$ cat src/design/uuencode_line_encoder_unit_assert.svh
// assertion macros for the uuencode line encoder
`ifndef UUENCODE_LINE_ENCODER_UNIT_ASSERT_SVH
`define UUENCODE_LINE_ENCODER_UNIT_ASSERT_SVH

// same-cycle implication, sampled on clk, off during reset
`define UUENC_ASSERT_IMP(label, ante, cons) \
    label: assert property (@(posedge clk) disable iff (!rst_n) (ante) |-> (cons)) \
        else $error("uuencode line encoder: check failed");

// next-cycle implication, sampled on clk, off during reset
`define UUENC_ASSERT_NXT(label, ante, cons) \
    label: assert property (@(posedge clk) disable iff (!rst_n) (ante) |=> (cons)) \
        else $error("uuencode line encoder: check failed");

`endif

$ cat src/design/uuenc_pkg.sv
// shared types and constants for the uuencode line encoder
package uuenc_pkg;

    localparam int MAX_GROUPS   = 15;
    localparam int GROUPS_DEF   = 15;
    localparam int CNT_W        = $clog2(MAX_GROUPS * 3 + 1);

    localparam logic [6:0] CHAR_BIAS    = 7'd32;
    localparam logic [6:0] NEWLINE_CHAR = 7'd10;

    typedef struct packed {
        logic [7:0] data_byte;
        logic       is_final;
    } in_item_t;

    typedef struct packed {
        logic [6:0] out_char;
        logic       run_end;
    } out_item_t;

    typedef struct packed {
        logic             start;
        logic [CNT_W-1:0] count;
    } line_req_t;

endpackage

$ cat src/design/uuenc_line_mem.sv
// line store: one write port, one read port with registered read data
module uuenc_line_mem #(
    parameter int DEPTH  = uuenc_pkg::GROUPS_DEF * 3,
    parameter int ADDR_W = $clog2(DEPTH)
) (
    input  logic              clk,
    input  logic              wr_en,
    input  logic [ADDR_W-1:0] wr_addr,
    input  logic [7:0]        wr_data,
    input  logic              rd_en,
    input  logic [ADDR_W-1:0] rd_addr,
    output logic [7:0]        rd_data
);

    logic [7:0] mem [DEPTH];
    logic [7:0] rd_data_reg;

    always_ff @(posedge clk)
    begin
        if (wr_en)
        begin
            mem[wr_addr] <= wr_data;
        end
    end

    always_ff @(posedge clk)
    begin
        if (rd_en)
        begin
            rd_data_reg <= mem[rd_addr];
        end
    end

    assign rd_data = rd_data_reg;

endmodule

$ cat src/design/uuenc_emitter.sv
// line emitter: reads groups back from the store and drives the output register
module uuenc_emitter #(
    parameter int LINE_BYTES = uuenc_pkg::GROUPS_DEF * 3,
    parameter int ADDR_W     = $clog2(LINE_BYTES)
) (
    input  logic                 clk,
    input  logic                 rst_n,
    input  uuenc_pkg::line_req_t req,
    output logic                 busy,
    output logic                 rd_en,
    output logic [ADDR_W-1:0]    rd_addr,
    input  logic [7:0]           rd_data,
    output logic                 out_valid,
    input  logic                 out_ready,
    output uuenc_pkg::out_item_t out_item
);

    localparam int CNT_W = uuenc_pkg::CNT_W;

    localparam logic [2:0] S_IDLE = 3'd0;
    localparam logic [2:0] S_LEN  = 3'd1;
    localparam logic [2:0] S_RD   = 3'd2;
    localparam logic [2:0] S_CHR  = 3'd3;
    localparam logic [2:0] S_NL   = 3'd4;

    logic [2:0]       state_reg, state_next;
    logic [CNT_W-1:0] count_reg, count_next;
    logic [CNT_W-1:0] base_reg, base_next;
    logic [1:0]       k_reg, k_next;
    logic [1:0]       slice_reg, slice_next;
    logic             keep_reg, keep_next;
    logic [23:0]      word_reg, word_next;
    logic             out_valid_reg, out_valid_next;
    uuenc_pkg::out_item_t out_item_reg, out_item_next;

    logic             can_load;
    logic             load;
    logic [CNT_W-1:0] addr_full;
    logic             addr_ok;
    logic [CNT_W:0]   base_plus;
    logic [5:0]       slice_val;

    // padded length: ceil(count/3) groups, times 3, plus bias
    function automatic logic [6:0] len_char(input logic [CNT_W-1:0] cnt);
        logic [12:0] prod;
        logic [3:0]  groups;
        prod   = (13'(cnt) + 13'd2) * 13'd43;
        groups = prod[10:7];
        return 7'({groups, 1'b0}) + 7'(groups) + uuenc_pkg::CHAR_BIAS;
    endfunction

    assign can_load  = !out_valid_reg || out_ready;
    assign addr_full = base_reg + CNT_W'(k_reg);
    assign addr_ok   = (k_reg != 2'd3) && (addr_full < count_reg);
    assign base_plus = {1'b0, base_reg} + (CNT_W + 1)'(3);

    always_comb
    begin
        case (slice_reg)
            2'd0:    slice_val = word_reg[23:18];
            2'd1:    slice_val = word_reg[17:12];
            2'd2:    slice_val = word_reg[11:6];
            default: slice_val = word_reg[5:0];
        endcase
    end

    always_comb
    begin
        state_next    = state_reg;
        count_next    = count_reg;
        base_next     = base_reg;
        k_next        = k_reg;
        slice_next    = slice_reg;
        keep_next     = keep_reg;
        word_next     = word_reg;
        load          = 1'b0;
        out_item_next = out_item_reg;
        rd_en         = 1'b0;
        case (state_reg)
            S_IDLE:
            begin
                if (req.start)
                begin
                    count_next = req.count;
                    base_next  = '0;
                    state_next = S_LEN;
                end
            end
            S_LEN:
            begin
                if (can_load)
                begin
                    load                   = 1'b1;
                    out_item_next.out_char = len_char(count_reg);
                    out_item_next.run_end  = 1'b0;
                    k_next                 = 2'd0;
                    state_next             = S_RD;
                end
            end
            S_RD:
            begin
                // issue up to three reads, capture each read's data in the next cycle
                rd_en     = addr_ok;
                keep_next = addr_ok;
                if (k_reg != 2'd0)
                begin
                    word_next = {word_reg[15:0], keep_reg ? rd_data : 8'd0};
                end
                k_next = k_reg + 2'd1;
                if (k_reg == 2'd3)
                begin
                    slice_next = 2'd0;
                    state_next = S_CHR;
                end
            end
            S_CHR:
            begin
                if (can_load)
                begin
                    load                   = 1'b1;
                    out_item_next.out_char = {1'b0, slice_val} + uuenc_pkg::CHAR_BIAS;
                    out_item_next.run_end  = 1'b0;
                    slice_next             = slice_reg + 2'd1;
                    if (slice_reg == 2'd3)
                    begin
                        base_next = base_plus[CNT_W-1:0];
                        k_next    = 2'd0;
                        if (base_plus >= {1'b0, count_reg})
                        begin
                            state_next = S_NL;
                        end
                        else
                        begin
                            state_next = S_RD;
                        end
                    end
                end
            end
            S_NL:
            begin
                if (can_load)
                begin
                    load                   = 1'b1;
                    out_item_next.out_char = uuenc_pkg::NEWLINE_CHAR;
                    out_item_next.run_end  = 1'b1;
                    state_next             = S_IDLE;
                end
            end
            default:
            begin
                state_next = S_IDLE;
            end
        endcase
    end

    assign out_valid_next = load ? 1'b1 : (out_ready ? 1'b0 : out_valid_reg);

    always_ff @(posedge clk or negedge rst_n)
    begin
        if (!rst_n)
        begin
            state_reg     <= S_IDLE;
            out_valid_reg <= 1'b0;
            k_reg         <= 2'd0;
            slice_reg     <= 2'd0;
            keep_reg      <= 1'b0;
            count_reg     <= '0;
            base_reg      <= '0;
        end
        else
        begin
            state_reg     <= state_next;
            out_valid_reg <= out_valid_next;
            k_reg         <= k_next;
            slice_reg     <= slice_next;
            keep_reg      <= keep_next;
            count_reg     <= count_next;
            base_reg      <= base_next;
        end
    end

    always_ff @(posedge clk)
    begin
        word_reg     <= word_next;
        out_item_reg <= out_item_next;
    end

    assign busy      = (state_reg != S_IDLE);
    assign rd_addr   = addr_full[ADDR_W-1:0];
    assign out_valid = out_valid_reg;
    assign out_item  = out_item_reg;

endmodule

$ cat src/design/uuencode_line_encoder_unit.sv
// uuencode line encoder top level: byte intake, line store and line emitter
// intake takes one byte per cycle while no line is being emitted
// a line of n bytes in g groups goes out as a length char, four chars per group and a newline
// (per group the emitter reads up to three bytes from the store, then emits its four chars)
// the block takes no byte while a line is emitted
// reset clears control state only; the line store is undefined until written
`include "uuencode_line_encoder_unit_assert.svh"

module uuencode_line_encoder_unit #(
    parameter int GROUPS_PER_LINE = uuenc_pkg::GROUPS_DEF
) (
    input  logic                 clk,
    input  logic                 rst_n,
    input  logic                 in_valid,
    output logic                 in_ready,
    input  uuenc_pkg::in_item_t  in_item,
    output logic                 out_valid,
    input  logic                 out_ready,
    output uuenc_pkg::out_item_t out_item
);

    localparam int LINE_BYTES = GROUPS_PER_LINE * 3;
    localparam int ADDR_W     = $clog2(LINE_BYTES);
    localparam int CNT_W      = uuenc_pkg::CNT_W;

    logic [CNT_W-1:0]     count_reg, count_next;
    logic [CNT_W-1:0]     count_inc;
    logic                 accept;
    logic                 line_end;
    logic                 busy;
    uuenc_pkg::line_req_t req;
    logic                 rd_en;
    logic [ADDR_W-1:0]    rd_addr;
    logic [7:0]           rd_data;

    assign in_ready  = !busy;
    assign accept    = in_valid && in_ready;
    assign count_inc = count_reg + CNT_W'(1);
    assign line_end  = in_item.is_final || (count_inc == CNT_W'(LINE_BYTES));

    assign req.start = accept && line_end;
    assign req.count = count_inc;

    always_comb
    begin
        count_next = count_reg;
        if (accept)
        begin
            count_next = line_end ? '0 : count_inc;
        end
    end

    always_ff @(posedge clk or negedge rst_n)
    begin
        if (!rst_n)
        begin
            count_reg <= '0;
        end
        else
        begin
            count_reg <= count_next;
        end
    end

    uuenc_line_mem #(
        .DEPTH  (LINE_BYTES),
        .ADDR_W (ADDR_W)
    ) u_mem (
        .clk     (clk),
        .wr_en   (accept),
        .wr_addr (count_reg[ADDR_W-1:0]),
        .wr_data (in_item.data_byte),
        .rd_en   (rd_en),
        .rd_addr (rd_addr),
        .rd_data (rd_data)
    );

    uuenc_emitter #(
        .LINE_BYTES (LINE_BYTES),
        .ADDR_W     (ADDR_W)
    ) u_emit (
        .clk       (clk),
        .rst_n     (rst_n),
        .req       (req),
        .busy      (busy),
        .rd_en     (rd_en),
        .rd_addr   (rd_addr),
        .rd_data   (rd_data),
        .out_valid (out_valid),
        .out_ready (out_ready),
        .out_item  (out_item)
    );

    // byte count stays inside the store whenever intake is open
    `UUENC_ASSERT_IMP(a_count_range, in_ready, count_reg < CNT_W'(LINE_BYTES))
    // a final byte closes intake on the next cycle
    `UUENC_ASSERT_NXT(a_final_closes, accept && in_item.is_final, !in_ready)
    // the end-of-line flag rides only on the newline
    `UUENC_ASSERT_IMP(a_end_is_nl, out_valid && out_item.run_end,
                      out_item.out_char == uuenc_pkg::NEWLINE_CHAR)
    // no line request while the emitter still works on a line
    `UUENC_ASSERT_IMP(a_no_overlap, busy, !req.start)

endmodule

$ cat config.mk
export PLATFORM = sky130hd
export DESIGN_NAME = uuencode_line_encoder_unit
export DESIGN_NICKNAME = d
export VERILOG_FILES = /design/src/design/uuenc_pkg.sv /design/src/design/uuenc_line_mem.sv /design/src/design/uuenc_emitter.sv /design/src/design/uuencode_line_encoder_unit.sv
export VERILOG_INCLUDE_DIRS = /design/src /design/src/design
export SDC_FILE = /design/constraint.sdc
export NUM_CORES = 1
export LEC_CHECK = 0
export ABC_AREA = 1
export BUFFER_PORTS_ARGS = -buffer_cell sky130_fd_sc_hd__buf_2
export CAP_MARGIN = 15
export CELL_PAD_IN_SITES_DETAIL_PLACEMENT = 1
export CELL_PAD_IN_SITES_GLOBAL_PLACEMENT = 1
export CORE_MARGIN = 1
export CORE_UTILIZATION = 47
export DETAILED_ROUTE_END_ITERATION = 6
export GPL_TIMING_DRIVEN = 0
export PLACE_DENSITY_LB_ADDON = 0.1
export SLEW_MARGIN = 40
export SYNTH_ARGS = -nofsm -noshare
export SYNTH_HDL_FRONTEND = slang
export SYNTH_SLANG_ARGS = --single-unit
$ cat constraint.sdc
create_clock -name clk -period 4.8 [get_ports clk]
set_input_delay 0.72 -clock clk [delete_from_list [all_inputs] [get_ports clk]]
set_output_delay 0.72 -clock clk [all_outputs]
set_load 0.005 [all_outputs]
==> Word-level counts from Yosys, hierarchy flattened <==
Memories as Yosys holds them, arrays and structs flattened. A register that Yosys moved wholly into a read port is not among the register bits.
Cells that the tools add are included.
{ "totals": {"output_inout_bits": 10, "elab_cells": 97, "n_memories": 1, "inputBits": 13, "ramBits": 360, "ff_bits": 59} }
{ "memory_table": {"columns": ["memory", "depth", "word_bits", "read_ports", "rd_ports_with_merged_regs", "wr", "line_no", "source"], "rows": [
  ["u_mem.mem", 45, 8, 1, 1, 1, "uuenc_line_mem.sv:15", "logic [7:0] mem [DEPTH];"]
]} }
{ "classes": {"multipliers": 1, "n_mux": 32, "n_lt_le_gt_ge": 2, "n_reduce_logical": 24, "add_sub_neg": 9, "n_eq_ne": 16} }
{ "op_table": {"columns": ["op", "count"], "rows": [
  ["two-way mux 6 bit", 4],
  ["two-way mux 8 bit", 3],
  ["one-hot mux 8 bit (3 select lines)", 1],
  ["two-way mux 3 bit", 7],
  ["one-hot mux 6 bit (3 select lines)", 1],
  ["one-hot mux 3 bit (5 select lines)", 1],
  ["adder 6 x 2 -> 7 bit (second input constant)", 2],
  ["multiplier 13 x 6 -> 11 bit (second input constant)", 1],
  ["one-hot mux 6 bit (2 select lines)", 1],
  ["AND reduction 4 bit", 3],
  ["two-way mux 2 bit", 5],
  ["inequality test 2 x 1 -> 1 bit (second input constant)", 5],
  ["nonzero test 3 bit", 3],
  ["nonzero test 2 bit", 4],
  ["adder 6 x 6 -> 7 bit (second input constant)", 1],
  ["adder 7 x 6 -> 7 bit (second input constant)", 1],
  ["greater-or-equal comparator 7 x 6 -> 1 bit", 1],
  ["two-way mux 1 bit", 7],
  ["adder 5 x 4 -> 6 bit", 1],
  ["adder 6 x 1 -> 6 bit (second input constant)", 1],
  ["adder 6 x 2 -> 6 bit", 1],
  ["== test 2 bit (second input constant)", 3],
  ["== test 3 x 2 -> 1 bit (second input constant)", 2],
  ["== test 6 bit (second input constant)", 1],
  ["other kinds (17)", 24]
]} }

==> Logic depth before layout (Yosys ltp) <==
{ "logic_depth": {"depth_word": 6, "mapped_depth": 26, "ltp_nobuf": 26} }

==> Modules after synthesis <==
A second synthesis with hierarchy kept.
{ "unflattened": {"cells_unflattened": 1756, "hier_area_um2": 19312.3} }
{ "by_module_without_submodules": {"columns": ["mod", "cells_per_inst", "area_per_inst_um2", "seq_area_each_um2", "instances"], "rows": [
  ["uuenc_line_mem", 1252, 15034.4, 11050.6, 1],
  ["uuenc_emitter", 445, 3812.4, 1486.4, 1],
  ["uuencode_line_encoder_unit", 59, 465.4, 150.1, 1]
]} }

==> Worst setup path after synthesis <==
No wires, ideal clock.
{ "synth_path": {"kind": "register to register", "from": "register u_emit.count_reg[3]", "to": "register u_emit.out_item_reg, in the netlist u_emit.out_item[5], data pin", "path_buffers": 0, "t_required_ns": 4.543, "arrival_time_ns": 4.281, "setup_ns": 0.257, "period_less_slack_ns": 4.538, "stages_incl_launch_ff": 23, "setup_slack_ns": 0.262, "cell_sequence": "dfrtp_1 -> inv_1 -> nor3_2 -> xor2_1 -> ha_1 -> fa_1 -> inv_1 -> fa_1 -> inv_1 -> ha_1 -> nand2_1 -> nor2_1 -> a211oi_1 -> nand2_1 -> xor2_1 -> inv_1 -> ha_1 -> nand2_1 -> nand2_1 -> a31oi_1 -> nand3_1 -> nand3_1 -> nand2_1"} }
{ "synth_rtl": {"columns": ["item", "line_no", "source"], "rows": [
  ["start: declaration", "uuenc_emitter.sv:27", "logic [CNT_W-1:0] count_reg, count_next;"],
  ["start signal: assignment", "uuenc_emitter.sv:177", "count_reg <= count_next;"],
  ["end signal: assignment", "uuenc_emitter.sv:185", "out_item_reg <= out_item_next;"],
  ["end: declaration", "uuenc_emitter.sv:34", "uuenc_pkg::out_item_t out_item_reg, out_item_next;"]
]} }

==> flow_summary.ini <==
[sta]
hold_violations = 0
clock.fmax_ghz = 0.213
maxSlewViolCount = 0
min_period_ps = 4690
clock_skew_ps = 13.3
period_share_pct = 97.7
setup_slack_ps = 109
finalSetupViolCount = 0
slew_headroom_pct = 42.3
tightest_slew_ps = 864
hold_ws_ps = 177
rsz0062_at_grt = true

[floorplanning]
die_h_um = 202
initial_core_util_pct = 48.1
die_w_um = 202
row_count = 72
pin_count = 23
design.core.area_mm2 = 0.0390
dieArea_mm2 = 0.0407

[routing]
avgRoutedWirePerCell_um = 24.6
vias_per_cell = 5.75
drt_wl_total_um = 54900
drcViolationCount = 0
ant_nets = 0
via_count = 12800
drt-initial-drc-count = 975
drt_first_pass_iters = 5

[cts]
clock_latency_ps = 580
cts_made_buffers = 47
clockBufferDepth = 3
root_buffer = clkbuf_16
htreeDepth = 2
ctsHoldBuffers = 0
cts_tree = built
path_clk_slew_ps = 60
clock-sinks = 427

[power_and_ir_drop]
peakVddDrop_v = 0.000395
leakage_nw = 7.64
power_density_mw_per_mm2 = 727

[layout]
finalCoreUtilization_pct = 54.4
drive_gt1_share_pct = 10.2
fin_cells = 2232
largest_register_ffs = 360
fillers = 4028
n_antenna_cell = 0
area_delta_synth_final_pct = 13.0
nNetsFinal = 1748

[yosys]
synth.avg_cell_area_um2 = 11.8
synth_seq_cells = 427
syn_inst = 1597
yosys.cell_types.count = 43
syn_nets = 1667
ys_seq_area_share_pct = 67.6
yosysWarnings = 0
synthesis.area_mm2 = 0.0188

[global_routing]
overflow = 0
grt_pass1_vias = 13500
grt_first_pass_wirelength_um = 82500
grt_start_max_net_pins = 46
antenna_found_initial = 0
grtUsageTotal_pct = 27.4

[place]
gp_congestion = 0.927
port_buffers = 22
pre_cts_ws_ps = -276
dp_cells = 2138
hpwl_um = 37600

[worst_setup_path]
cp_max_fo = 7
endpoint_kind = flop
crit_required_ps = 5140
crit_type = flop to flop
arrival_ps = 5030
start_kind = flop

[outcome]
status = completed

[min_path]
hold_class = primary input to async pin

[job]
cap_violations = 0
## path summary, 6_finish.rpt
| check | startpoint | end | slack (ps) | depth (start not counted) |
|---|---|---|---|---|
| setup / recovery | u_emit.count_reg[1] | u_emit.out_item[5] | 110 | 22 |
| hold / removal | rst_n | u_emit.count_reg[4] | 180 | 1 |
| setup reg to reg | u_emit.count_reg[1] | u_emit.out_item[5] | 110 | 22 |
| hold reg to reg | u_emit.word_reg[12] | u_emit.word_reg[20] | 440 | 0 |
| max in group asynchronous | rst_n | u_emit.out_valid | 4170 | 1 |
| min in group clk | u_emit.word_reg[12] | u_emit.word_reg[20] | 440 | 0 |
## layout by cell type (no fill, tap or decap), types with 4 or more instances in the layout
| master | instances |
|---|---|
| fa_1 | 8 |
| nand4_1 | 7 |
| buf_1 | 4 |
| a21oi_1 | 11 |
| xor2_1 | 10 |
| o21ai_0 | 172 |
| dfrtp_1 | 27 |
| nor2_2 | 6 |
| nor3_1 | 4 |
| buf_2 | 36 |
| inv_2 | 8 |
| nand3_1 | 110 |
| o21ai_1 | 37 |
| clkbuf_16 | 49 |
| edfxtp_1 | 400 |
| clkbuf_1 | 39 |
| buf_4 | 26 |
| nor2_1 | 332 |
| clkbuf_2 | 4 |
| o22ai_1 | 15 |
| o221ai_1 | 15 |
| buf_6 | 11 |
| xor2_2 | 6 |
| nand2_1 | 128 |
| inv_1 | 87 |
| ha_1 | 45 |
| o211ai_1 | 59 |
| nand2_2 | 5 |
| clkinv_1 | 15 |
## metrics by stage
stage	TNS [ps]	area (um2)	total power, mW
6_report	0	21200	15.4
5_1_grt	-207	21200	16.3
4_1_cts	0	21100	15.3
3_5_place_dp	-706	19600	11.8
3_3_place_gp	-432	19500	11.5
2_1_floorplan	0	18800	9.03
## final cells by class
cell class | instances | area, um2 | share of cell area, %
inverter | 96 | 360 | 1.70
multi-input combinational | 999 | 5410 | 25.5
sequential | 427 | 12700 | 59.8
buffer | 75 | 430 | 2.03
timing repair buffer | 32 | 225 | 1.06
clock buffer | 63 | 1280 | 6.03
clock inverter | 22 | 176 | 0.832
tap | 518 | 648 | 3.06
## synthesized netlist by cell type (all sizes together)
cell	n	area (um2)
buf	46	317
clkbuf	29	114
ha	49	613
a21oi	13	65.1
a211oi	3	22.5
xnor2	1	16.3
nand4	7	43.8
a41oi	1	8.76
nor2	340	1280
or2	2	12.5
nand2	133	507
inv	95	357
nand3	110	551
clkinv	1	3.75
xor2	17	175
o21a	1	7.51
a31oi	3	18.8
o21ai	209	1050
edfxtp	400	12000
o22ai	15	93.8
and3	1	6.26
o21bai	2	15.0
o32ai	1	8.76
a22o	1	8.76
fa	8	160
o221ai	16	146
o211ai	59	443
dfrtp	27	676
nand3b	1	7.51
a221oi	1	8.76
nor3	5	30.0
## critical path, cell delays in order (launching register included)
cell and delay, ps:
dfrtp_1 390, inv_2 120, nor3_4 300, xor2_2 190, ha_1 280, fa_1 540
inv_1 60, fa_1 530, inv_1 60, ha_4 260, nand2_1 80, nor2_1 50
a211oi_1 190, nand2_1 140, xor2_2 190, inv_1 130, ha_4 250, nand2_1 70
nand2_1 50, a31oi_1 250, nand3_1 140, nand3_1 110, nand2_1 60
## cells by family (layout without fill, tap and decap cells)
kind of cell	after synthesis	count (layout)	synth area share, %
xor gates and xnor gates	18	18	1.02
adders and majority gates	57	57	4.12
buffers and inverters	171	288	4.21
AOI/OAI and AO/OA	325	325	10.1
and+or+nand+nor	599	599	13.0
DFF	427	427	67.6
## repair_timing
item,in CTS,in global routing
endpoints found under the setup margin,5,5
cloned,0,0
pin swaps,5,6
resized for setup,9,10
setup buffers,7,2
## per-layer routing
metal / track usage, % / wire length, um / vias up
met2: 47.2 / 27300 / 369
li1: - / - / 5877
met3: 3.63 / 2770 / 97
met5: 0 / 0 / -
met4: 9.63 / 1650 / 0
met1: 35.7 / 23100 / 6488
## power breakdown
| part | switching (mW) | total [mW] | internal, mW |
|---|---|---|---|
| Combinational | 5.09 | 7.32 | 2.23 |
| Sequential | 0.139 | 4.61 | 4.47 |
| Clock | 1.46 | 3.48 | 2.02 |
| Total | 6.69 | 15.4 | 8.72 |
Power figures use the tool's default switching activity.
